**src/sv/idr_pkg.sv**
```systemverilog
`default_nettype none
// ----------------------------------------------------------------------------
// Integer divide/remainder unit package
// Shared width, operation codes and item/stage types for the divider pipeline.
// ----------------------------------------------------------------------------
package idr_pkg;

	localparam int DATA_WIDTH = 32;

	// Operation codes
	localparam logic [1:0] CMD_SDIV = 2'd0;
	localparam logic [1:0] CMD_UDIV = 2'd1;
	localparam logic [1:0] CMD_SREM = 2'd2;
	localparam logic [1:0] CMD_UREM = 2'd3;

	typedef struct packed {
		logic [1:0]            command;
		logic [DATA_WIDTH-1:0] dividend;
		logic [DATA_WIDTH-1:0] divisor;
	} idr_req_t;

	typedef struct packed {
		logic [DATA_WIDTH-1:0] result;
		logic                  divide_by_zero;
	} idr_rsp_t;

	// Per-item control carried down the cell chain
	typedef struct packed {
		logic want_rem;
		logic neg_q;
		logic neg_r;
		logic dz;
	} idr_flags_t;

	// Working state of one item between cells
	typedef struct packed {
		idr_flags_t            flags;
		logic [DATA_WIDTH-1:0] rem;   // partial remainder
		logic [DATA_WIDTH-1:0] nq;    // dividend bits left, quotient bits shifted in below
		logic [DATA_WIDTH-1:0] dsr;   // divisor magnitude
	} idr_stage_t;

endpackage
`default_nettype wire

```
**src/sv/idr_post.sv**
```systemverilog
`default_nettype none
// ----------------------------------------------------------------------------
// Divider result stage
// Selects quotient or remainder, applies the sign and holds the result item.
// ----------------------------------------------------------------------------
module idr_post
	import idr_pkg::*;
(
	input  wire logic       clk,
	input  wire logic       arst_n,
	input  wire logic       in_valid,
	output logic            in_ready,
	input  wire idr_stage_t in_data,
	output logic            out_valid,
	input  wire logic       out_ready,
	output idr_rsp_t        out_data
);

	logic                  valid_q;
	idr_rsp_t              data_q;
	idr_rsp_t              nxt;
	logic [DATA_WIDTH-1:0] sel;
	logic                  neg;

	// Pick the answer and fix its sign
	always_comb begin
		sel = in_data.flags.want_rem ? in_data.rem : in_data.nq;
		neg = in_data.flags.want_rem ? in_data.flags.neg_r : in_data.flags.neg_q;
		nxt.result         = neg ? -sel : sel;
		nxt.divide_by_zero = in_data.flags.dz;
	end

	assign in_ready  = ~valid_q | out_ready;
	assign out_valid = valid_q;
	assign out_data  = data_q;

	// Hold the result until taken
	always_ff @(posedge clk or negedge arst_n) begin
		if (!arst_n) begin
			valid_q <= 1'b0;
		end else if (in_ready) begin
			valid_q <= in_valid;
		end
	end

	always_ff @(posedge clk) begin
		if (in_valid && in_ready) begin
			data_q <= nxt;
		end
	end

endmodule
`default_nettype wire
```
**config.mk**
```make
export PLATFORM = sky130hd
export DESIGN_NAME = idr_post
export DESIGN_NICKNAME = d
export VERILOG_FILES = /design/src/sv/idr_pkg.sv /design/src/sv/idr_post.sv
export SDC_FILE = /design/constraint.sdc
export NUM_CORES = 1
export LEC_CHECK = 0
export BUFFER_PORTS_ARGS = -buffer_cell sky130_fd_sc_hd__buf_2
export CAP_MARGIN = 25
export CORE_ASPECT_RATIO = 0.5
export CORE_MARGIN = 2
export CORE_UTILIZATION = 45
export CTS_CLUSTER_SIZE = 25
export DETAILED_ROUTE_END_ITERATION = 8
export PLACE_DENSITY_LB_ADDON = 0.1
export SLEW_MARGIN = 15
export SYNTH_ARGS = -nofsm -noshare
export SYNTH_HDL_FRONTEND = slang
export SYNTH_SLANG_ARGS = --single-unit
```
**constraint.sdc**
```tcl
create_clock -name clk -period 2.1 [get_ports clk]
set_input_delay 0.315 -clock clk [delete_from_list [all_inputs] [get_ports clk]]
set_output_delay 0.315 -clock clk [all_outputs]
set_load 0.01 [all_outputs]
```
---- Word-level counts from Yosys, hierarchy flattened ----
Index checks and enable logic that the tools add are counted.
operators by class
  mux-type cells .......................... 3
  divide/modulo/power cells ............... 0
  $add $sub $neg .......................... 1
  $lt $le $gt $ge ......................... 0
  reduce and logical (&&, ||, !) cells .... 1
  multiply operators ...................... 0
  equality and inequality tests ........... 0
  shifts and indexed selects .............. 0
  bitwise operators ....................... 2
operators with widths
  kind                count
  32-bit two-way mux  2
  32-bit negator      1
  1-bit logical AND   1
  1-bit two-way mux   1
  1-bit inverter      1
  1-bit OR            1
word-level totals
  flip-flop bits (word level) ............. 34
  memories ................................ 0
  ROM bits ................................ 0
  output and inout port bits .............. 35
  memory bits (writable) .................. 0
  logic and storage cells ................. 10
  bits in latches ......................... 0

---- Longest topological paths before layout ----
  depth in word-level cells ............... 3
  mapped depth ............................ 11
  depth with buffers taken out ............ 6

---- Worst setup path after synthesis ----
Ideal clock, no wire load.
  path kind ............................... in2reg
  from .................................... input in_data[99] (netlist bit)
  to ...................................... register data_q, in the netlist out_data[31] (data pin)
  slack ................................... -0.799 ns
  path buffers ............................ 5
  cell stages on the path ................. 11
  data required time ...................... 1.839 ns
  arrival ................................. 2.638 ns
  cell sequence ........................... buf_2 buf_6 buf_2 buf_2 buf_2 mux2i_1 ha_1 o21ai_0 a2111oi_4 a31oi_1 xnor2_1
RTL lines
  item                  line            source
  start, declared       idr_post.sv:13  input wire idr_stage_t in_data,
  end signal, assigned  idr_post.sv:48  data_q <= nxt;
  end, declared         idr_post.sv:20  idr_rsp_t data_q;

==> run summary <==
The post-synth net total came out at 334. The CTS sink count is 34. The highest clock rate is 506 MHz. The post-layout instance area came out at 3450 µm².

Across every metal layer, demand over resource in global routing totals 0.217. The share of post-route cells with drive strength above 1 is 0.463. The largest total area in the synthesized netlist belongs to sky130_fd_sc_hd__edfxtp_1.

The path class of the tightest hold or removal check is in -> reg. For hold timing, the worst endpoint is out_data[0]. The worst register-to-register path begins at out_valid. The worst setup path is of the in -> reg kind. The height of the die is 56.3 µm. In this run the number of H-tree levels came out at 2. The synthesized flop and latch total came out at 34.

The fraction of the cycle the final worst path needs came out at 0.940. The kind of cell with the highest combined delay along the critical path is buffers and inverters. The final setup violation count is 0. The sequential fraction of design power came out at 0.447. The number of max-slew violations in the final report is 0. Summed over all failing endpoints, the final setup total negative slack is 0 ns.

The warning count from the yosys run came out at 0. The flow ran to the end, and the final reports show no timing, DRC or antenna violations. The critical path goes through buf_2 -> buf_4 -> buf_12 -> mux2i_1 -> o21ai_0 -> nor4_4 -> a41oi_1 -> xnor2_1. The synthesis-to-finish area growth came out at 40.1%. The width of the chip came out at 109 µm. Along the worst path, the maximum fanout reaches 19. In this run the critical register-to-register path is captured at out_data[19]. In the final routed layout, each cell accounts on average for 14.7 µm. Once detail routing completed, the nets flagged for antenna violations numbered 0. Of the total power, the clock network draws 0.269.

The most used flip-flop cell after synthesis is sky130_fd_sc_hd__edfxtp_1. The remaining global-route overflow came out at 0. The number of I/O pins is 139.

The setup check on the worst reg-to-reg path leaves a slack of 0.74 ns. The cell area after synthesis is 2460 µm². The switching power of the nets came out at 0.000534 W. The layout net count came out at 471. In this run, CTS created clock tree buffers numbering 5. The tightest slew margin relative to the limit is 0.621. The routed via count divided by cell count came out at 5.38.

The violation count after the first detailed-route iteration came out at 98. For this design, the slowest cell found on the critical path is sky130_fd_sc_hd__mux2i_1. The filler cells instantiated in the layout total 416. The shortest clock period the worst path allows after layout came out at 1.97 ns. The final weighted congestion in routability-driven placement is 0.856. The number of port buffers is 106. At the end of the flow the core is filled with cells to 0.677. Of the total power, combinational logic draws 0.284.

The number of antenna violations at the first check in global routing is 0. Setup repair after global routing left no endpoint under its margin. The first global-routing pass estimated 10500 µm of wire.

Counting along the longest clock path gives a buffer depth of 2. A synthesized cell averages 10.7 µm². The sort of element at the start of the critical path is an input port. The share of the Yosys chip area taken by registers is 0.413. The routed layout has 2352 vias. The peak per-stage delay on the critical path is 0.29 ns. The number of optimization iterations in the first detailed-route pass came out at 4. For the worst setup path, the data required time is 2.14 ns.

Entering global routing, the biggest net connects 34 pins. The core box area came out at 5090 µm². The total wire length came out at 6410 µm. The count of inserted antenna diode cells came out at 0. The synthesized netlist contains 43 unique library cells. The clock tree from TritonCTS is yes. The post-route clock skew came out at 0.00601 ns. The clock input transition at the sequential cells of the worst setup and hold paths is 0.07 ns. For this configuration, the core starts out at a cell density of 0.484. The via count of the first global-routing pass is 2360. The overall die area is 6110 µm². The analysis attributes to cell leakage a power of 1.46 nW. The placement-stage cell area is 3340 µm². The cell depth of the worst flop-to-flop path is 3. The later pin in the worst-skew pair is clocked with a latency of 0.28 ns. After technology mapping, the gate count stands at 229. The power density relative to cell area came out at 548 nW/µm². By area the synthesized netlist is led by sky130_fd_sc_hd__edfxtp_1 (40%), sky130_fd_sc_hd__mux2i_1 (11%), sky130_fd_sc_hd__xnor2_1 (7.5%). The number of cells traversed by the worst hold path came out at 1. The proportion of synthesized flip-flops having asynchronous set or reset is 0.0294.

In this run, synthesis inferred 33 flip-flops with an integrated enable. The cell at the root of the clock tree is sky130_fd_sc_hd__clkbuf_8. The largest vdd supply drop is 338 µV.

The number of buffer and inverter stages on the critical path is 3. The share of Yosys cell area claimed by the top area cell type came out at 0.403. Of the total power, the share spent switching nets is 0.283. The floorplan has 18 rows.

The worst hold-check slack is 0.212 ns. Internal power comes to 0.00135 W. The measured slew at the worst slew-check pin came out at 0.568 ns.

The half-perimeter wire length after detailed placement came out at 5030 µm. The final count of hold timing violations came out at 0. The arrival time reported for the critical path endpoint came out at 2.01 ns. The residual DRC count is 0. The startpoint identified for the worst hold timing path is in_data[96].

Max-cap violations in this run came to 0. STA classifies the critical path endpoint as a register.
[state kept, by name, summed over array words and instances (netlist names)]
name and flops:
out_data 33, out_valid 1
[what timing repair did]
action	CTS	global route
hold buffers	1	0
endpoints found under the hold margin	1	0
endpoints found under the setup margin	0	1
resized for setup	0	1
buffers inserted	0	0
[synth_stat cells (3+ instances only)]
library cell,instances
sky130_fd_sc_hd__edfxtp_1,33
sky130_fd_sc_hd__mux2i_1,28
sky130_fd_sc_hd__xnor2_1,21
sky130_fd_sc_hd__nor2_1,16
sky130_fd_sc_hd__a21oi_1,15
sky130_fd_sc_hd__nor3_1,14
sky130_fd_sc_hd__o21ai_0,9
sky130_fd_sc_hd__xor2_1,9
sky130_fd_sc_hd__nor4_1,8
sky130_fd_sc_hd__nand2_1,7
sky130_fd_sc_hd__nor3b_1,7
sky130_fd_sc_hd__buf_2,6
sky130_fd_sc_hd__nand2b_1,5
sky130_fd_sc_hd__a31oi_1,4
sky130_fd_sc_hd__mux2_2,4
sky130_fd_sc_hd__nor4b_1,4
sky130_fd_sc_hd__clkbuf_1,3
sky130_fd_sc_hd__o31ai_1,3
sky130_fd_sc_hd__or2_2,3
[layer usage]
| layer | share of wire | global-route usage | up-vias |
|---|---|---|---|
| met2 | 0.46 | 0.372 | 95 |
| met5 | 0 | 0 | - |
| li1 | - | - | 1155 |
| met1 | 0.46 | 0.278 | 1098 |
| met4 | 0.0045 | 0.0495 | 0 |
| met3 | 0.073 | 0.0523 | 4 |
[area by class of cell]
class / count / area (µm²) / share of cell area
inverters: 2 / 7.51 / 0.00218
clock buffers: 6 / 82.6 / 0.0239
flip-flops and latches: 34 / 1020 / 0.295
repair buffers: 141 / 833 / 0.242
multi-input cells: 182 / 1410 / 0.409
clock inverters: 2 / 12.5 / 0.00363
well taps: 70 / 87.6 / 0.0254
[metrics by stage]
stage | power, W | cells | setup WS [ns]
after detailed placement | 0.00139 | 428 | -0.160
after global placement | 0.00138 | 428 | -0.145
after CTS | 0.00191 | 437 | 0.158
final | 0.00189 | 437 | 0.126
after floorplan | 0.00116 | 229 | -0.299
after global routing | 0.00199 | 437 | 0.000907
[cells in the final DEF, fill, tap and decap left out, types with 5 or more instances in the layout]
cell / netlist / routed
sky130_fd_sc_hd__a21oi_1: 15 / 15
sky130_fd_sc_hd__buf_2: 6 / 106
sky130_fd_sc_hd__buf_4: 1 / 31
sky130_fd_sc_hd__clkbuf_8: 0 / 6
sky130_fd_sc_hd__edfxtp_1: 33 / 33
sky130_fd_sc_hd__mux2i_1: 28 / 27
sky130_fd_sc_hd__nand2_1: 7 / 7
sky130_fd_sc_hd__nand2b_1: 5 / 5
sky130_fd_sc_hd__nor2_1: 16 / 16
sky130_fd_sc_hd__nor3_1: 14 / 14
sky130_fd_sc_hd__nor3b_1: 7 / 6
sky130_fd_sc_hd__nor4_1: 8 / 8
sky130_fd_sc_hd__o21ai_0: 9 / 7
sky130_fd_sc_hd__xnor2_1: 21 / 21
sky130_fd_sc_hd__xor2_1: 9 / 9
[how the worst max path moves through the flow]
stage / start / to / slack, ns / cells past startpoint
2_1_floorplan: in_data[99] / out_data[31] / -0.30 / 11
3_3_place_gp: in_data[99] / out_data[32] / -0.15 / 8
3_5_place_dp: in_data[99] / out_data[32] / -0.16 / 8
4_1_cts: in_data[99] / out_data[24] / 0.16 / 6
5_1_grt: in_data[99] / out_data[23] / 0.0009 / 9
6_report: in_data[99] / out_data[32] / 0.13 / 8
[logic make-up (layout without fill, tap and decap cells)]
| group | Yosys count | after routing | synth area share |
|---|---|---|---|
| compound gates | 46 | 46 | 0.132 |
| xor+xnor | 30 | 30 | 0.107 |
| fa+ha+maj | 1 | 1 | 0.00508 |
| buf+inv | 13 | 151 | 0.0275 |
| flops | 34 | 34 | 0.413 |
| mux | 32 | 32 | 0.132 |
| simple gates | 73 | 73 | 0.184 |
[power groups by stage]
stage,Combinational (W),Clock (W),Sequential (W)
finish,0.000536,0.000507,0.000845
CTS,0.000537,0.000523,0.000845
detailed placement,0.000533,0,0.000859
floorplan,0.000262,0,0.000894
global placement,0.000520,0,0.000859
global route,0.000588,0.000550,0.000850
No activity file was read; power rests on OpenSTA's default activity.
