### src/sv/idr_pkg.sv
`default_nettype none
// ----------------------------------------------------------------------------
// Integer divide/remainder unit package
// Shared width, operation codes and item/stage types for the divider pipeline.
// ----------------------------------------------------------------------------
package idr_pkg;

	localparam int DATA_WIDTH = 32;

	// Operation codes
	localparam logic [1:0] CMD_SDIV = 2'd0;
	localparam logic [1:0] CMD_UDIV = 2'd1;
	localparam logic [1:0] CMD_SREM = 2'd2;
	localparam logic [1:0] CMD_UREM = 2'd3;

	typedef struct packed {
		logic [1:0]            command;
		logic [DATA_WIDTH-1:0] dividend;
		logic [DATA_WIDTH-1:0] divisor;
	} idr_req_t;

	typedef struct packed {
		logic [DATA_WIDTH-1:0] result;
		logic                  divide_by_zero;
	} idr_rsp_t;

	// Per-item control carried down the cell chain
	typedef struct packed {
		logic want_rem;
		logic neg_q;
		logic neg_r;
		logic dz;
	} idr_flags_t;

	// Working state of one item between cells
	typedef struct packed {
		idr_flags_t            flags;
		logic [DATA_WIDTH-1:0] rem;   // partial remainder
		logic [DATA_WIDTH-1:0] nq;    // dividend bits left, quotient bits shifted in below
		logic [DATA_WIDTH-1:0] dsr;   // divisor magnitude
	} idr_stage_t;

endpackage
`default_nettype wire

### src/sv/idr_prep.sv
`default_nettype none
// ----------------------------------------------------------------------------
// Divider operand preparation
// Decodes the operation, takes operand magnitudes and flags divide by zero.
// ----------------------------------------------------------------------------
module idr_prep
	import idr_pkg::*;
(
	input  wire logic       clk,
	input  wire logic       arst_n,
	input  wire logic       in_valid,
	output logic            in_ready,
	input  wire idr_req_t   in_data,
	output logic            out_valid,
	input  wire logic       out_ready,
	output idr_stage_t      out_data
);

	logic                  valid_q;
	idr_stage_t            data_q;
	idr_stage_t            nxt;
	logic                  is_signed;
	logic                  want_rem;
	logic                  na;
	logic                  nb;
	logic                  dz;

	// Decode the operation
	always_comb begin
		unique case (in_data.command)
			CMD_SDIV: begin is_signed = 1'b1; want_rem = 1'b0; end
			CMD_UDIV: begin is_signed = 1'b0; want_rem = 1'b0; end
			CMD_SREM: begin is_signed = 1'b1; want_rem = 1'b1; end
			CMD_UREM: begin is_signed = 1'b0; want_rem = 1'b1; end
			default:  begin is_signed = 1'b0; want_rem = 1'b0; end
		endcase
	end

	// Take magnitudes and sign corrections
	always_comb begin
		na = is_signed & in_data.dividend[DATA_WIDTH-1];
		nb = is_signed & in_data.divisor[DATA_WIDTH-1];
		dz = (in_data.divisor == '0);
		nxt.flags.want_rem = want_rem;
		nxt.flags.neg_q    = (na ^ nb) & ~dz;
		nxt.flags.neg_r    = na;
		nxt.flags.dz       = dz;
		nxt.rem            = '0;
		nxt.nq             = na ? -in_data.dividend : in_data.dividend;
		nxt.dsr            = nb ? -in_data.divisor : in_data.divisor;
	end

	assign in_ready  = ~valid_q | out_ready;
	assign out_valid = valid_q;
	assign out_data  = data_q;

	// Advance the stage
	always_ff @(posedge clk or negedge arst_n) begin
		if (!arst_n) begin
			valid_q <= 1'b0;
		end else if (in_ready) begin
			valid_q <= in_valid;
		end
	end

	always_ff @(posedge clk) begin
		if (in_valid && in_ready) begin
			data_q <= nxt;
		end
	end

endmodule
`default_nettype wire

### config.mk
export PLATFORM = sky130hd
export DESIGN_NAME = idr_prep
export DESIGN_NICKNAME = d
export VERILOG_FILES = /design/src/sv/idr_pkg.sv /design/src/sv/idr_prep.sv
export SDC_FILE = /design/constraint.sdc
export NUM_CORES = 1
export LEC_CHECK = 0
export ABC_CLOCK_PERIOD_IN_PS = 7800
export BUFFER_PORTS_ARGS = -buffer_cell sky130_fd_sc_hd__clkbuf_2
export CAP_MARGIN = 0
export CORE_MARGIN = 8
export CORE_UTILIZATION = 50
export CTS_CLUSTER_DIAMETER = 30
export DETAILED_ROUTE_END_ITERATION = 16
export HOLD_SLACK_MARGIN = 0.03
export PLACE_DENSITY_LB_ADDON = 0.2
export SYNTH_ARGS = -nofsm -noshare
export SYNTH_HDL_FRONTEND = slang
export SYNTH_SLANG_ARGS = --single-unit
### constraint.sdc
create_clock -name clk -period 7.8 [get_ports clk]
set_input_delay 0.78 -clock clk [delete_from_list [all_inputs] [get_ports clk]]
set_output_delay 0.78 -clock clk [all_outputs]
set_load 0.02 [all_outputs]
# ---- Word-level counts from Yosys, hierarchy flattened
# Index checks and enable logic that the tools add are counted.
dict set report classes {
  mux 4
  n_eq_ne 3
  n_reduce_logical 7
  addsub 2
  bitwise_logic 7
}
# op n
set op_table {}
lappend op_table {{32-bit 2-to-1 mux} 2}
lappend op_table {{32-bit negation} 2}
lappend op_table {{32-bit logical NOT} 1}
lappend op_table {{2-bit OR reduction} 4}
lappend op_table {{2-bit equality test, second input constant} 2}
lappend op_table {{1-bit case mux with 2 select lines} 2}
lappend op_table {{1-bit AND} 3}
lappend op_table {{2-bit by 1-bit equality test with 1-bit output, second input constant} 1}
lappend op_table {{2-bit logical NOT} 1}
lappend op_table {{1-bit NOT} 2}
lappend op_table {{1-bit logical AND} 1}
lappend op_table {{1-bit OR} 1}
lappend op_table {{1-bit XOR} 1}
dict set report word_totals {
  word_cells 30
  inputBits 70
  output_inout_bits 102
  register_bits 69
}

# ---- Logic depth before layout (Yosys ltp)
dict set report logic_depth {
  ltp_word 6
  mapped_depth 6
  ltp_nobuf 6
}

# ---- Worst setup path after synthesis
# No wires, ideal clock.
dict set report synth_path {
  path_kind {in2reg}
  start {input port out_ready}
  end {register data_q (netlist bit out_data[0]), enable pin}
  stages 2
  setup_time_ns 0.433
  arrival_ns 2.678
  slack_ns 4.689
  cell_sequence {nand2b_1 -> and2_1}
}
dict set report synth_between {
  elab_chain_len 2
}
# item line
set synth_rtl {}
lappend synth_rtl {{start: declaration} idr_prep.sv:15} ;# input wire logic out_ready,
lappend synth_rtl {{1-bit OR} idr_prep.sv:53} ;# assign in_ready = ~valid_q | out_ready;
lappend synth_rtl {{1-bit logical AND} idr_prep.sv:67} ;# if (in_valid && in_ready) begin
lappend synth_rtl {{end signal: assignment} idr_prep.sv:68} ;# data_q <= nxt;
lappend synth_rtl {{end: declaration} idr_prep.sv:20} ;# idr_stage_t data_q;
# Every way passes these cells.
# A chain may end at the register's enable or synchronous reset.

==> results.txt <==
Setup total negative slack on the finished layout was measured at 0 ps. The detail route stage leaves a number of antenna-violating nets equal to 0. The number of vias in the routed layout is 2887. The category of the worst setup path launch point is an input port. The die covers 0.0106 mm^2. The compound-cell area share of the yosys netlist is 10.5%.

The share of the synthesized netlist area taken by xor and xnor gates is 13.5%. In this run the worst path has a maximum fanout of 13. The largest family of logic cells by synthesized area is XOR/XNOR gates. The routed wire length per instance is 16.3 um. The number of clock buffers inserted by TritonCTS came out at 9. The fraction of the mapped netlist area in adder cells is 0.664%.

The DRC violation total after the first TritonRoute iteration is 92. Once routing completed, OpenROAD measured the worst setup slack at 5360 ps. Excluding fillers, the count of instances in the completed layout stands at 561. The worst hold slack across all endpoints came out at 207 ps. For this design the static power due to leakage is 1.87 nW. The final max-slew violation count came to 0. The initial core utilization is 51.7%.

The share of synthesized registers carrying an async set or reset is 1.45%. The data arrival time of the critical path is 2520 ps. The final design utilization is 64.6%. Measured in cells, the most critical reg-to-reg path has a length of 3. The cell area after technology mapping is 0.00377 mm^2. The via count of the first global-routing pass is 2915. The initial antenna violation count is 0. The largest clock skew in the final design is 14.2 ps. Prior to clock tree synthesis, the placed netlist has a worst setup slack of 5010 ps.

The maximum number of pins on one net before global-route repair is 69. The count of cell types in the netlist came out at 36. The worst voltage drop across the vdd grid came out at 0.000108 V. The final number of hold-violating endpoints is 0. Measured against its own limit, the worst slew margin works out to 43.2%. The time the final worst path needs with I/O delays and setup is 2440 ps. The H-tree was split into 3 levels. Dividing the detail-routed via count by the number of cells gives 5.15. The total I/O pin count is 172.

The area of the core came out at 0.00729 mm^2. The synthesized design contains 68 enable-type register cells. The die width is 103 um.

The layout net count is 529. The first global-routing pass estimated 13600 um of wire. The all-layer global routing usage is 16.9%.

The endpoint identified for the worst register-to-register timing path is out_data[96]. The number of buffers added to fix hold violations after cts is 0. The sum of overflow across all layers after global routing came out at 0. The required time of the critical path came out at 7880 ps. The top achievable clock speed is 410 MHz. The startpoint-to-endpoint class of the critical path is input port to flop.

The total of warnings raised by yosys is 0. The height of the chip came out at 103 um. Summing the areas of all and, or, nand and nor instances in the mapped netlist gives 12.5% of the synthesized area.

The fraction of synthesized area in multiplexers is 0%. The run finished with clean final reports. The max-capacitance violation count is 0. The count of unresolved DRC violations after routing came out at 0. The clock net in this run drives a total of 69 sinks. The repair_antennas step left the layout with diodes totalling 0. The path type of the worst min-delay path is input port to async pin.

At the later pin of the worst-skew pair, clock insertion delay measures 350 ps. The total of cells resized after clock tree synthesis came out at 0. The post-synthesis area per instance is 12.0 um^2. Setup repair after global routing left no endpoint under its margin. For the pin with the worst max-slew slack, the measured transition is 851 ps. The post-route netlist has 35.5% of its cells at a drive strength greater than 1. The buffer levels on the longest clock path is 2. The clock transition time at the flip-flop clock pins of the worst setup and hold paths is 70 ps. The worst setup path startpoint is in_data[14]. The part of the cycle the worst path needs came out at 31.3%.

The root buffer cell chosen for the clock tree is sky130_fd_sc_hd__clkbuf_8. The register bit total from synthesis came out at 69. Among all flip-flop cells after synthesis, the most frequent one is sky130_fd_sc_hd__edfxtp_1.

Following the worst setup path forward leads to its endpoint at out_data[27]. The total setup buffers inserted after CTS is 0. For this design the ratio of total power to cell area is 212 mW/mm^2. The cell count after synthesis came out at 314. At the end of routability-driven placement, the weighted congestion stood at 0.867.

TritonCTS built the clock tree. The signed area change from the synthesized netlist to the final layout is 25.0%. The worst register-to-register path begins at out_valid.

STA classifies the critical path endpoint as a flop. The first-pass detailed-route iteration total came out at 4. The final number of setup-violating endpoints is 0. The total of buffers placed on input and output ports came out at 139.

Across all register-to-register paths, the minimum setup slack is 6110 ps. The HPWL after detailed placement is 6960 um. Counting tap cells, the placed design contains a total of 545 instances.

The sum of routed wire length over all layers came out at 9160 um. The register area share after synthesis is 54.9%. The site row count is 31.
worst min path at each step:
stage               from         to  cells past startpoint
2_1_floorplan     arst_n  out_valid                      0
3_3_place_gp   out_valid  out_valid                      2
3_5_place_dp   out_valid  out_valid                      2
4_1_cts           arst_n  out_valid                      1
5_1_grt           arst_n  out_valid                      1
6_report          arst_n  out_valid                      1
metrics by stage:
step,power [mW],area [um^2]
after floorplan,0.572,3880
after global placement,0.623,4450
after detailed placement,0.626,4450
after CTS,1.01,4710
after global routing,1.04,4710
final,0.999,4710
critical path, cell delays in order:
cell and delay [ps]:
sky130_fd_sc_hd__clkbuf_2 100, sky130_fd_sc_hd__nor4_1 480, sky130_fd_sc_hd__nand3_1 480, sky130_fd_sc_hd__o41ai_1 550, sky130_fd_sc_hd__xnor2_1 120
cell usage after synthesis (2+ instances only):
| master | instances | area, um^2 |
|---|---|---|
| sky130_fd_sc_hd__edfxtp_1 | 68 | 2040 |
| sky130_fd_sc_hd__xnor2_1 | 45 | 394 |
| sky130_fd_sc_hd__buf_4 | 32 | 240 |
| sky130_fd_sc_hd__o21ai_0 | 16 | 80.1 |
| sky130_fd_sc_hd__nor2_1 | 14 | 52.6 |
| sky130_fd_sc_hd__o31ai_1 | 14 | 105 |
| sky130_fd_sc_hd__o41ai_1 | 14 | 123 |
| sky130_fd_sc_hd__xor2_1 | 13 | 114 |
| sky130_fd_sc_hd__nand2_1 | 12 | 45.0 |
| sky130_fd_sc_hd__nor3_1 | 9 | 45.0 |
| sky130_fd_sc_hd__a21oi_1 | 7 | 35.0 |
| sky130_fd_sc_hd__inv_1 | 7 | 26.3 |
| sky130_fd_sc_hd__nand2b_1 | 7 | 43.8 |
| sky130_fd_sc_hd__nor4_1 | 7 | 43.8 |
| sky130_fd_sc_hd__clkbuf_1 | 6 | 22.5 |
| sky130_fd_sc_hd__nand3_1 | 5 | 25.0 |
| sky130_fd_sc_hd__or3_1 | 5 | 31.3 |
| sky130_fd_sc_hd__and2_1 | 3 | 18.8 |
| sky130_fd_sc_hd__nand4_1 | 3 | 18.8 |
| sky130_fd_sc_hd__nand4b_1 | 3 | 26.3 |
| sky130_fd_sc_hd__or2_2 | 3 | 18.8 |
| sky130_fd_sc_hd__a31oi_1 | 2 | 12.5 |
| sky130_fd_sc_hd__ha_1 | 2 | 25.0 |
| sky130_fd_sc_hd__nor2b_1 | 2 | 12.5 |
| sky130_fd_sc_hd__nor4_4 | 2 | 42.5 |
| sky130_fd_sc_hd__o21a_1 | 2 | 15.0 |
| sky130_fd_sc_hd__or4_4 | 2 | 22.5 |
cell usage in the layout (no fill, tap or decap), types with 2 or more instances in the layout:
master / netlist / final
sky130_fd_sc_hd__nand2_1: 12 / 12
sky130_fd_sc_hd__nor4_4: 2 / 2
sky130_fd_sc_hd__nor4_1: 7 / 7
sky130_fd_sc_hd__nor2b_1: 2 / 2
sky130_fd_sc_hd__or4_4: 2 / 2
sky130_fd_sc_hd__xnor2_1: 45 / 45
sky130_fd_sc_hd__clkbuf_2: 0 / 139
sky130_fd_sc_hd__o21ai_0: 16 / 16
sky130_fd_sc_hd__a21oi_1: 7 / 7
sky130_fd_sc_hd__clkbuf_8: 0 / 9
sky130_fd_sc_hd__and2_1: 3 / 2
sky130_fd_sc_hd__edfxtp_1: 68 / 68
sky130_fd_sc_hd__nor2_1: 14 / 14
sky130_fd_sc_hd__a31oi_1: 2 / 2
sky130_fd_sc_hd__clkinv_1: 0 / 2
sky130_fd_sc_hd__nor3_1: 9 / 9
sky130_fd_sc_hd__o41ai_1: 14 / 14
sky130_fd_sc_hd__conb_1: 1 / 32
sky130_fd_sc_hd__nand2b_1: 7 / 7
sky130_fd_sc_hd__o31ai_1: 14 / 14
sky130_fd_sc_hd__o21a_1: 2 / 2
sky130_fd_sc_hd__or2_2: 3 / 3
sky130_fd_sc_hd__buf_4: 32 / 2
sky130_fd_sc_hd__nand4_1: 3 / 3
sky130_fd_sc_hd__ha_1: 2 / 2
sky130_fd_sc_hd__or3_1: 5 / 5
sky130_fd_sc_hd__nand3_1: 5 / 5
sky130_fd_sc_hd__bufinv_16: 0 / 4
sky130_fd_sc_hd__inv_1: 7 / 7
sky130_fd_sc_hd__xor2_1: 13 / 13
sky130_fd_sc_hd__nand4b_1: 3 / 3
metal layers:
layer / wire length [um] / part of all wire [%] / vias up / global-route usage, %
met3: 731 / 8.0 / 16 / 3.51
met1: 3800 / 41 / 1333 / 20.5
met4: 238 / 2.6 / 0 / 10.8
met2: 4390 / 48 / 137 / 26.9
met5: 0 / 0 / - / 0
li1: - / - / 1401 / -
state kept, by name, summed over array words and instances (netlist names):
register	cells
out_data	68
out_valid	1
power breakdown:
| part | internal, mW | leakage [nW] | switching [mW] |
|---|---|---|---|
| clock network | 0.244 | 0.129 | 0.138 |
| registers | 0.443 | 0.660 | 0.00716 |
| logic | 0.0574 | 1.08 | 0.111 |
layout make-up:
class | instances | area, um^2
sequential | 69 | 2070
clock buffer | 9 | 124
clock inverter | 7 | 136
multi-input combinational | 229 | 1520
timing repair buffer | 141 | 711
fill | 623 | 2580
inverter | 7 | 26.3
tap | 99 | 124
cells by family (layout without fill, tap and decap cells):
logic type / count (synthesis) / count (layout)
and+or+nand+nor: 80 / 80
DFF: 69 / 69
xor gates and xnor gates: 58 / 58
AOI/OAI and AO/OA: 57 / 57
buffers and inverters: 47 / 164
adders and majority gates: 2 / 2
other: 1 / 32
(Power assumes the default switching activity.)
