### src/sv/idr_pkg.sv
`default_nettype none
// ----------------------------------------------------------------------------
// Integer divide/remainder unit package
// Shared width, operation codes and item/stage types for the divider pipeline.
// ----------------------------------------------------------------------------
package idr_pkg;

	localparam int DATA_WIDTH = 32;

	// Operation codes
	localparam logic [1:0] CMD_SDIV = 2'd0;
	localparam logic [1:0] CMD_UDIV = 2'd1;
	localparam logic [1:0] CMD_SREM = 2'd2;
	localparam logic [1:0] CMD_UREM = 2'd3;

	typedef struct packed {
		logic [1:0]            command;
		logic [DATA_WIDTH-1:0] dividend;
		logic [DATA_WIDTH-1:0] divisor;
	} idr_req_t;

	typedef struct packed {
		logic [DATA_WIDTH-1:0] result;
		logic                  divide_by_zero;
	} idr_rsp_t;

	// Per-item control carried down the cell chain
	typedef struct packed {
		logic want_rem;
		logic neg_q;
		logic neg_r;
		logic dz;
	} idr_flags_t;

	// Working state of one item between cells
	typedef struct packed {
		idr_flags_t            flags;
		logic [DATA_WIDTH-1:0] rem;   // partial remainder
		logic [DATA_WIDTH-1:0] nq;    // dividend bits left, quotient bits shifted in below
		logic [DATA_WIDTH-1:0] dsr;   // divisor magnitude
	} idr_stage_t;

endpackage
`default_nettype wire

### src/sv/idr_cell.sv
`default_nettype none
// ----------------------------------------------------------------------------
// Restoring divider cell
// Shifts one dividend bit into the partial remainder and conditionally subtracts.
// ----------------------------------------------------------------------------
module idr_cell
	import idr_pkg::*;
(
	input  wire logic       clk,
	input  wire logic       arst_n,
	input  wire logic       in_valid,
	output logic            in_ready,
	input  wire idr_stage_t in_data,
	output logic            out_valid,
	input  wire logic       out_ready,
	output idr_stage_t      out_data
);

	logic                  valid_q;
	idr_stage_t            data_q;
	idr_stage_t            nxt;
	logic [DATA_WIDTH-1:0] trial;
	logic                  carry;
	logic                  take;

	// One restoring step
	always_comb begin
		carry     = in_data.rem[DATA_WIDTH-1];
		trial     = {in_data.rem[DATA_WIDTH-2:0], in_data.nq[DATA_WIDTH-1]};
		take      = carry | (trial >= in_data.dsr);
		nxt.flags = in_data.flags;
		nxt.dsr   = in_data.dsr;
		nxt.rem   = take ? (trial - in_data.dsr) : trial;
		nxt.nq    = {in_data.nq[DATA_WIDTH-2:0], take};
	end

	assign in_ready  = ~valid_q | out_ready;
	assign out_valid = valid_q;
	assign out_data  = data_q;

	// Advance the cell
	always_ff @(posedge clk or negedge arst_n) begin
		if (!arst_n) begin
			valid_q <= 1'b0;
		end else if (in_ready) begin
			valid_q <= in_valid;
		end
	end

	always_ff @(posedge clk) begin
		if (in_valid && in_ready) begin
			data_q <= nxt;
		end
	end

endmodule
`default_nettype wire

### config.mk
export PLATFORM = sky130hd
export DESIGN_NAME = idr_cell
export DESIGN_NICKNAME = d
export VERILOG_FILES = /design/src/sv/idr_pkg.sv /design/src/sv/idr_cell.sv
export SDC_FILE = /design/constraint.sdc
export NUM_CORES = 1
export LEC_CHECK = 0
export BUFFER_PORTS_ARGS = -buffer_cell sky130_fd_sc_hd__buf_2
export CAP_MARGIN = 40
export CORE_UTILIZATION = 40
export CTS_CLUSTER_SIZE = 14
export DETAILED_ROUTE_END_ITERATION = 10
export GPL_TIMING_DRIVEN = 0
export PLACE_DENSITY = 0.66
export SLEW_MARGIN = 20
export SYNTH_ARGS = -nofsm -noshare
export SYNTH_HDL_FRONTEND = slang
export SYNTH_SLANG_ARGS = --single-unit
### constraint.sdc
create_clock -name clk -period 8.8 [get_ports clk]
set_clock_uncertainty 0.15 [all_clocks]
set_input_delay 1.76 -clock clk [delete_from_list [all_inputs] [get_ports clk]]
set_output_delay 1.76 -clock clk [all_outputs]
set_load 0.03 [all_outputs]
Word level (Yosys, flattened, before mapping)
Index checks and enable logic that the tools add are counted.
Word-level totals
  input port bits: 104
  output and inout port bits: 102
  register bits after elaboration: 101
  logic and storage cells: 15
Operators by class
  add/subtract/negate cells: 1
  bitwise logic cells: 3
  muxes and demuxes: 1
  reduce and logical (&&, ||, !) cells: 1
  $lt $le $gt $ge: 1
Operators with widths (count)
  $ge 32x32->1: 1
  $mux 32: 1
  $sub 32x32->32: 1
  $or 1x1->1: 2
  $logic_and 1x1->1: 1
  $not 1->1: 1

Depth between registers and ports, before layout
Gate-level depths: netlist of the first run.
  depth after elaboration: 3
  gate-level depth with buffers: 13
  gate-level depth less buffers: 12

Least setup slack after synthesis of the first run
OpenSTA, ideal clock, no wires.
  path kind: input port to flip-flop
  start: in out_ready
  end: reg data_q, in the netlist out_data[0], enable pin
  buffers on the path: 0
  data arrival time: 4.456 ns
  stages on the path: 2
  required time: 8.180 ns
  setup time: 0.470 ns
  path slack: 3.725 ns
  cell sequence: nand2b_1 > and2_1
Between the ends
  word-level cells in the longest chain between the ends: 2
Ends and longest elaborated chain
  start: declaration: RTL line idr_cell.sv:15  | input wire logic out_ready,
  $or 1x1->1: RTL line idr_cell.sv:37  | assign in_ready = ~valid_q | out_ready;
  $logic_and 1x1->1: RTL line idr_cell.sv:51  | if (in_valid && in_ready) begin
  end signal: assignment: RTL line idr_cell.sv:52  | data_q <= nxt;
  end: declaration: RTL line idr_cell.sv:20  | idr_stage_t data_q;
No other way between the ends.
A chain may end at the register's enable or synchronous reset.

==> results.tsv, run 1 <==
metric	value	unit
fmax	219.0	MHz
multi_input_area	0.002173	sq mm
routed_wl	14.43	mm
clk_pin_slew_worst_paths	0.07	ns
hold_path.class	reg -> reg	
grt_pass1_wl	22.35	mm
total_power	1.328	mW
dp_hpwl	11.19	mm
layout_worst_path_cycle_share	51.89	%
drv_cap	0	
ys_ff_latch	101	
fin_nets	831	
synth_edf_count	100	
crit_arrival	4.51	ns
critPathLaunchType	primary input	
yosysTopAreaCellShare	55.20	%
synth_area_leaders	edfxtp_1, ha_1, a21oi_1	
drive_gt1_share	34.62	%
synth_cells	477	
synth.most_common_cell	edfxtp_1	
synth_flop_cell	edfxtp_1	
viasPerCell	5.160	
ant_nets	0	
n_antenna_cell	0	
clkLatencyLatePin	0.35	ns
detail_route.wl_per_cell	16.49	um
status	complete, no violations	
ys_seq_area_share	55.66	%
synth_common_cells	edfxtp_1, a21oi_1, nand2_1	
fin_tns_setup	0	ns
ys_warn_count	0	
drt_pass1_iterations	4	
crit_fanout	10	
cts_root_buf	clkbuf_16	
htree_levels	3	
drt-initial-drc-count	243	
leakage	3.132	nW
worstSetupEndpointType	flop	
slew_viol_final	0	
fill_cells	1246	
hp-start	out_valid	
die-height	118.6	um
ys_types	58	
syn-num-nets	614	
dieArea	0.01407	sq mm
avgSynthCellArea	11.41	sq um
post_cts_resize_count	0	
ir_drop	76.08	uV
numCtsBuffers	9	
vias	4515	
yosys.area.top_type	edfxtp_1	
critPathKind	in -> reg	
rsz0062_at_grt	no	
dieWidth	118.6	um
finalSetupViolCount	0	
relSlewSlack	58.12	%
crit_required	8.75	ns
antenna_found_initial	2	
postCtsHoldBufs	0	
cts_sinks	101	
grt_max_degree	59	
cts_tree	done	
r2r-start	out_valid	
period_minus_slack	4.566	ns
power.density	188.8	mW/mm^2
gp_congestion	0.8215	
worst_pin_slew	0.6282	ns
start_util	41.08	%
regArea	0.003028	sq mm
track_usage	20.76	%
boundaryPins	206	
coreArea	0.01324	sq mm
rows	42	
grt_pass1_vias	4408	
post_cts_buffers	0	
overflow	0	
startpoint	in_data[23]	
hold_violations	0	
synth_area	0.005440	sq mm
clk_path_buf_depth	2	
io_buffer_count	205	
post-route-drc-count	0	
final_core_util	53.10	%
areaGrowthSynthToFinish	29.25	%
async_flop_share	0.9901	%
-- cell usage in the layout (no fill, tap or decap), drive strengths merged, types with 3 or more instances in the layout --
cell type	instances
a21oi	52
nor2	29
nand2	42
a31oi	4
xor2	9
and2	6
nor2b	5
edfxtp	100
nand4	4
inv	41
a211o	3
o31ai	9
ha	32
nand3	10
nand2b	6
a211oi	4
a21o	17
o21a	6
o211ai	5
xnor2	8
o21bai	5
clkbuf	15
nor3	9
o21ai	22
buf	217
-- area by class of cell --
| type | count | share of cell area [%] |
|---|---|---|
| repair buffers | 206 | 14.98 |
| clock buffers | 10 | 3.399 |
| multi-input cells | 322 | 30.91 |
| clock inverters | 6 | 1.085 |
| flip-flops and latches | 101 | 43.06 |
| inverters | 38 | 2.028 |
| well taps | 176 | 3.132 |
| plain buffers | 16 | 1.406 |
-- kinds of logic after synthesis --
kind of cell             after synthesis  share of synthesized area [%]
multiplexers                           1                         0.1840
buffers and inverters                 54                          4.439
XOR/XNOR                              17                          2.737
flip-flops                           101                          55.66
AO/OA/AOI/OAI                        148                          18.56
AND/OR/NAND/NOR                      123                          10.69
adder cells (fa/ha/maj)               33                          7.728
-- registers in the layout (all words and copies together), names as in the netlist --
register and count:
out_valid 1, out_data 100
-- worst max-delay path: stages --
cell and delay, ns:
buf_2 0.09, inv_1 0.04, ha_1 0.29, buf_6 0.15, a21oi_2 0.20, o21ai_1 0.12, nor3_1 0.20, a21oi_1 0.16
a311o_1 0.38, a311oi_4 0.54, inv_2 0.16, buf_2 0.25, nor2_1 0.11, a21oi_1 0.05
-- through the flow --
stage          cell area, sq um  setup slack (ns)  std cells  hold WS [ns]
6_report                   7032             4.234        875        0.4029
5_1_grt                    7032             3.950        875        0.4456
4_1_cts                    7032             4.174        875        0.4081
3_5_place_dp               6716             3.790        859        0.3865
3_3_place_gp               6686             3.001        858        0.3566
2_1_floorplan              5440             3.725        477        0.7753
-- worst paths after layout --
kind	cells after the start	to	slack, ns
max in group asynchronous	1	out_valid	7.40
worst max register to register	3	out_data[22]	6.90
worst min register to register	2	out_valid	0.40
worst min-delay path	2	out_valid	0.40
min in group asynchronous	1	out_valid	1.01
worst max-delay path	14	out_data[94]	4.23
-- metal layers --
layer  wire (um)  share of wire (%)  vias to the layer above  track usage (%)
met5          30               0.21                        -                0
met4         231                1.6                        4            7.278
met3         944                6.5                       16            5.068
met2        7054                 49                      164            35.75
met1        6171                 43                     2098            25.20
li1            -                  -                     2233                -
-- where the power goes --
group	leakage, nW	switching, mW	internal [mW]
registers	0.961	0.00769	0.575
clock network	0.156	0.184	0.233
logic	2.01	0.213	0.115
Note: power is estimated with default switching activity, not from simulation.
==> run 2: changes to the inputs <==
--- a/config.mk
+++ b/config.mk
@@ -5,13 +5,14 @@
 export SDC_FILE = /design/constraint.sdc
 export NUM_CORES = 1
 export LEC_CHECK = 0
+export ABC_AREA = 1
 export BUFFER_PORTS_ARGS = -buffer_cell sky130_fd_sc_hd__buf_2
 export CAP_MARGIN = 40
 export CORE_UTILIZATION = 40
 export CTS_CLUSTER_SIZE = 14
 export DETAILED_ROUTE_END_ITERATION = 10
 export GPL_TIMING_DRIVEN = 0
-export PLACE_DENSITY = 0.66
+export PLACE_DENSITY = 0.67
 export SLEW_MARGIN = 20
 export SYNTH_ARGS = -nofsm -noshare
 export SYNTH_HDL_FRONTEND = slang
==> constraint.sdc (replaced) <==
create_clock -name clk -period 4.1 [get_ports clk]
set_clock_uncertainty 0.15 [all_clocks]
set_input_delay 0.82 -clock clk [delete_from_list [all_inputs] [get_ports clk]]
set_output_delay 0.82 -clock clk [all_outputs]
set_load 0.03 [all_outputs]
==> run 2 against run 1 <==
Net effect:
- cell area rose by 11%
- critical endpoint is now out_data[89]
- largest cell class unchanged
- synthesized area rose by 13%
- first-iteration DRC count decreased by 9.5%
- sequential power grew 110%
- largest power group unchanged
- register-to-register slack worse by 4.6 ns
==> results.tsv, run 2 <==
metric	value	unit	change
synth.most_common_cell	nand2_1		
ys_seq_area_share	49.32	%	-6.3 points
design_area	0.007806	sq mm	+11%
ir_drop	177.1	uV	+130%
gp_congestion	0.8497		+3.4%
cp_slowest_cell	fa_1		
io_buffer_count	205		unchanged
crit_arrival	2.73	ns	-1.78 ns
power.share.sequential	43.5	%	-0.3 points
finalSetupViolCount	0		unchanged
ys_types	28		-52%
mostFrequentLayoutCells	nand2_1, buf_2, inv_1		
syn-num-nets	908		+48%
avgSynthCellArea	7.963	sq um	-30%
antenna_found_initial	0		-2
detail_route.wl_per_cell	13.56	um	-18%
dp.cells	1164		+36%
slew_viol_final	0		unchanged
die-height	125.9	um	+6.1%
synth_area	0.006140	sq mm	+13%
leakage	4.214	nW	+35%
place_area	0.007517	sq mm	+12%
vias	5354		+19%
post_cts_resize_count	0		unchanged
relSlewSlack	64.54	%	+6.4 points
fmax	361.2	MHz	
crit_required	4.06	ns	-4.69 ns
status	complete, no violations		
n_antenna_cell	0		unchanged
synth_edf_count	100		unchanged
clk_path_buf_depth	2		unchanged
layout_worst_path_cycle_share	67.53	%	
drt_pass1_iterations	4		unchanged
worstPathCellList	buf_2 > ha_1 > fa_1 > inv_1 > nand2_1 > nand2_1 > nand3_1 > nand2_2 > nand2_2 > nand3_1 > nand2_2 > nand2_4 > inv_2 > buf_6 > nand2_1 > nand2_1		
power_switching	0.9614	mW	+140%
postCtsHoldBufs	0		unchanged
viasPerCell	4.537		-12%
rsz0062_at_grt	no		
drive_gt1_share	24.90	%	-9.7 points
routed_wl	16.01	mm	+11%
critPathLaunchType	primary input		
ys_warn_count	0		unchanged
comb_power_share	27.0	%	+2.3 points
ant_nets	0		unchanged
hold_path.class	in -> async		
synth_flop_cell	edfxtp_1		
post-route-drc-count	0		unchanged
drt-initial-drc-count	220		-9.5%
switching_share	33.40	%	+2.9 points
htree_levels	3		unchanged
dp_hpwl	12.98	mm	+16%
cts_sinks	101		unchanged
synth_area_leaders	edfxtp_1, nand2_1, inv_1		
async_flop_share	0.9901	%	unchanged
worstSetupEndpointType	flop		
grt_pass1_wl	24.93	mm	+12%
instances_no_fill	1180		+35%
critPathKind	in -> reg		
cpLargestDelayFamily	simple AND/OR/NAND/NOR gates		
areaGrowthSynthToFinish	27.14	%	
overflow	0		unchanged
dieArea	0.01585	sq mm	+13%
track_usage	20.61	%	-0.15 points
yosys.area.top_type	edfxtp_1		
post_cts_buffers	0		unchanged
yosysTopAreaCellShare	48.91	%	-6.3 points
layout_commonest_cell	nand2_1		
fin_tns_setup	0	ns	unchanged
synth_common_cells	nand2_1, inv_1, edfxtp_1		
clockPowerShare	29.6	%	-1.9 points
coreArea	0.01475	sq mm	+11%
cts_tree	done		
grt_max_degree	24		-59%
period_minus_slack	2.769	ns	
numCtsBuffers	9		unchanged
crit_fanout	10		unchanged
synth_cells	771		+62%
rows	44		+4.8%
cts_root_buf	clkbuf_16		
start_util	41.61	%	+0.53 points
final_core_util	52.91	%	-0.19 points
crit_buf_inv	4		-1
boundaryPins	206		unchanged
power.density	368.7	mW/mm^2	+95%
critical-path-max-stage-delay	0.38	ns	-0.16 ns
clk_pin_slew_worst_paths	0.07	ns	about the same
grt_pass1_vias	4888		+11%
hold_violations	0		unchanged
fin_nets	1128		+36%
ys_ff_latch	101		unchanged
power.internal	1.917	mW	+110%
largest_register_ffs	100		unchanged
worst_pin_slew	0.5278	ns	-0.1003 ns
drv_cap	0		unchanged
clkLatencyLatePin	0.35	ns	about the same
dieWidth	125.9	um	+6.1%
crit_path_frequent_cell	nand2_1		
[run 2: final cells by class]
type / instances / area [sq um]
inverters: 166 / 623.1
fillers: 1506 / 6948
multi-input cells: 498 / 2444
well taps: 184 / 230.2
flip-flops and latches: 101 / 3028
clock inverters: 7 / 63.81
repair buffers: 209 / 1136
clock buffers: 9 / 225.2
plain buffers: 6 / 56.30
[run 2: cells by family after synthesis]
logic type / count (synthesis) / share of synthesized area (%)
and+or+nand+nor: 425 / 28.51
buffers and inverters: 172 / 11.07
DFF: 101 / 49.32
adders and majority gates: 33 / 6.847
AOI/OAI and AO/OA: 26 / 2.262
xor gates and xnor gates: 14 / 1.997
[run 2: metrics by stage]
step	hold slack (ns)	power, mW	setup slack [ns]
final	0.07364	2.878	1.331
after global routing	0.05611	3.037	1.163
after CTS	0.05935	2.916	1.344
after detailed placement	0.4221	2.054	0.9793
after global placement	0.4137	2.035	0.1614
after floorplan	0.3744	1.804	0.9501
[run 2: layer usage]
layer / part of all wire [%] / vias to the layer above / GRT usage [%] / routed length (um)
met5: 0 / - / 0 / 0
met4: 0.99 / 0 / 4.678 / 158
met3: 6.6 / 11 / 4.673 / 1054
met2: 46 / 171 / 34.32 / 7355
met1: 46 / 2338 / 27.33 / 7437
li1: - / 2834 / - / -
[run 2: worst paths after layout]
| check | start | end | slack (ns) | depth (start not counted) |
|---|---|---|---|---|
| worst max-delay path | in_data[0] | out_data[89] | 1.33 | 16 |
| worst min register to register | out_valid | out_valid | 0.44 | 2 |
| worst min-delay path | arst_n | out_valid | 0.07 | 1 |
| worst max register to register | out_valid | out_data[67] | 2.32 | 3 |
| max in group asynchronous | arst_n | out_valid | 3.64 | 1 |
| min in group clk | out_valid | out_valid | 0.44 | 2 |
[run 2: power groups by stage]
stage | sequential, mW | combinational (mW) | clock [mW]
2_1_floorplan | 1.43 | 0.376 | 0
3_3_place_gp | 1.28 | 0.757 | 0
3_5_place_dp | 1.27 | 0.779 | 0
4_1_cts | 1.25 | 0.782 | 0.881
5_1_grt | 1.26 | 0.860 | 0.919
6_report | 1.25 | 0.776 | 0.852
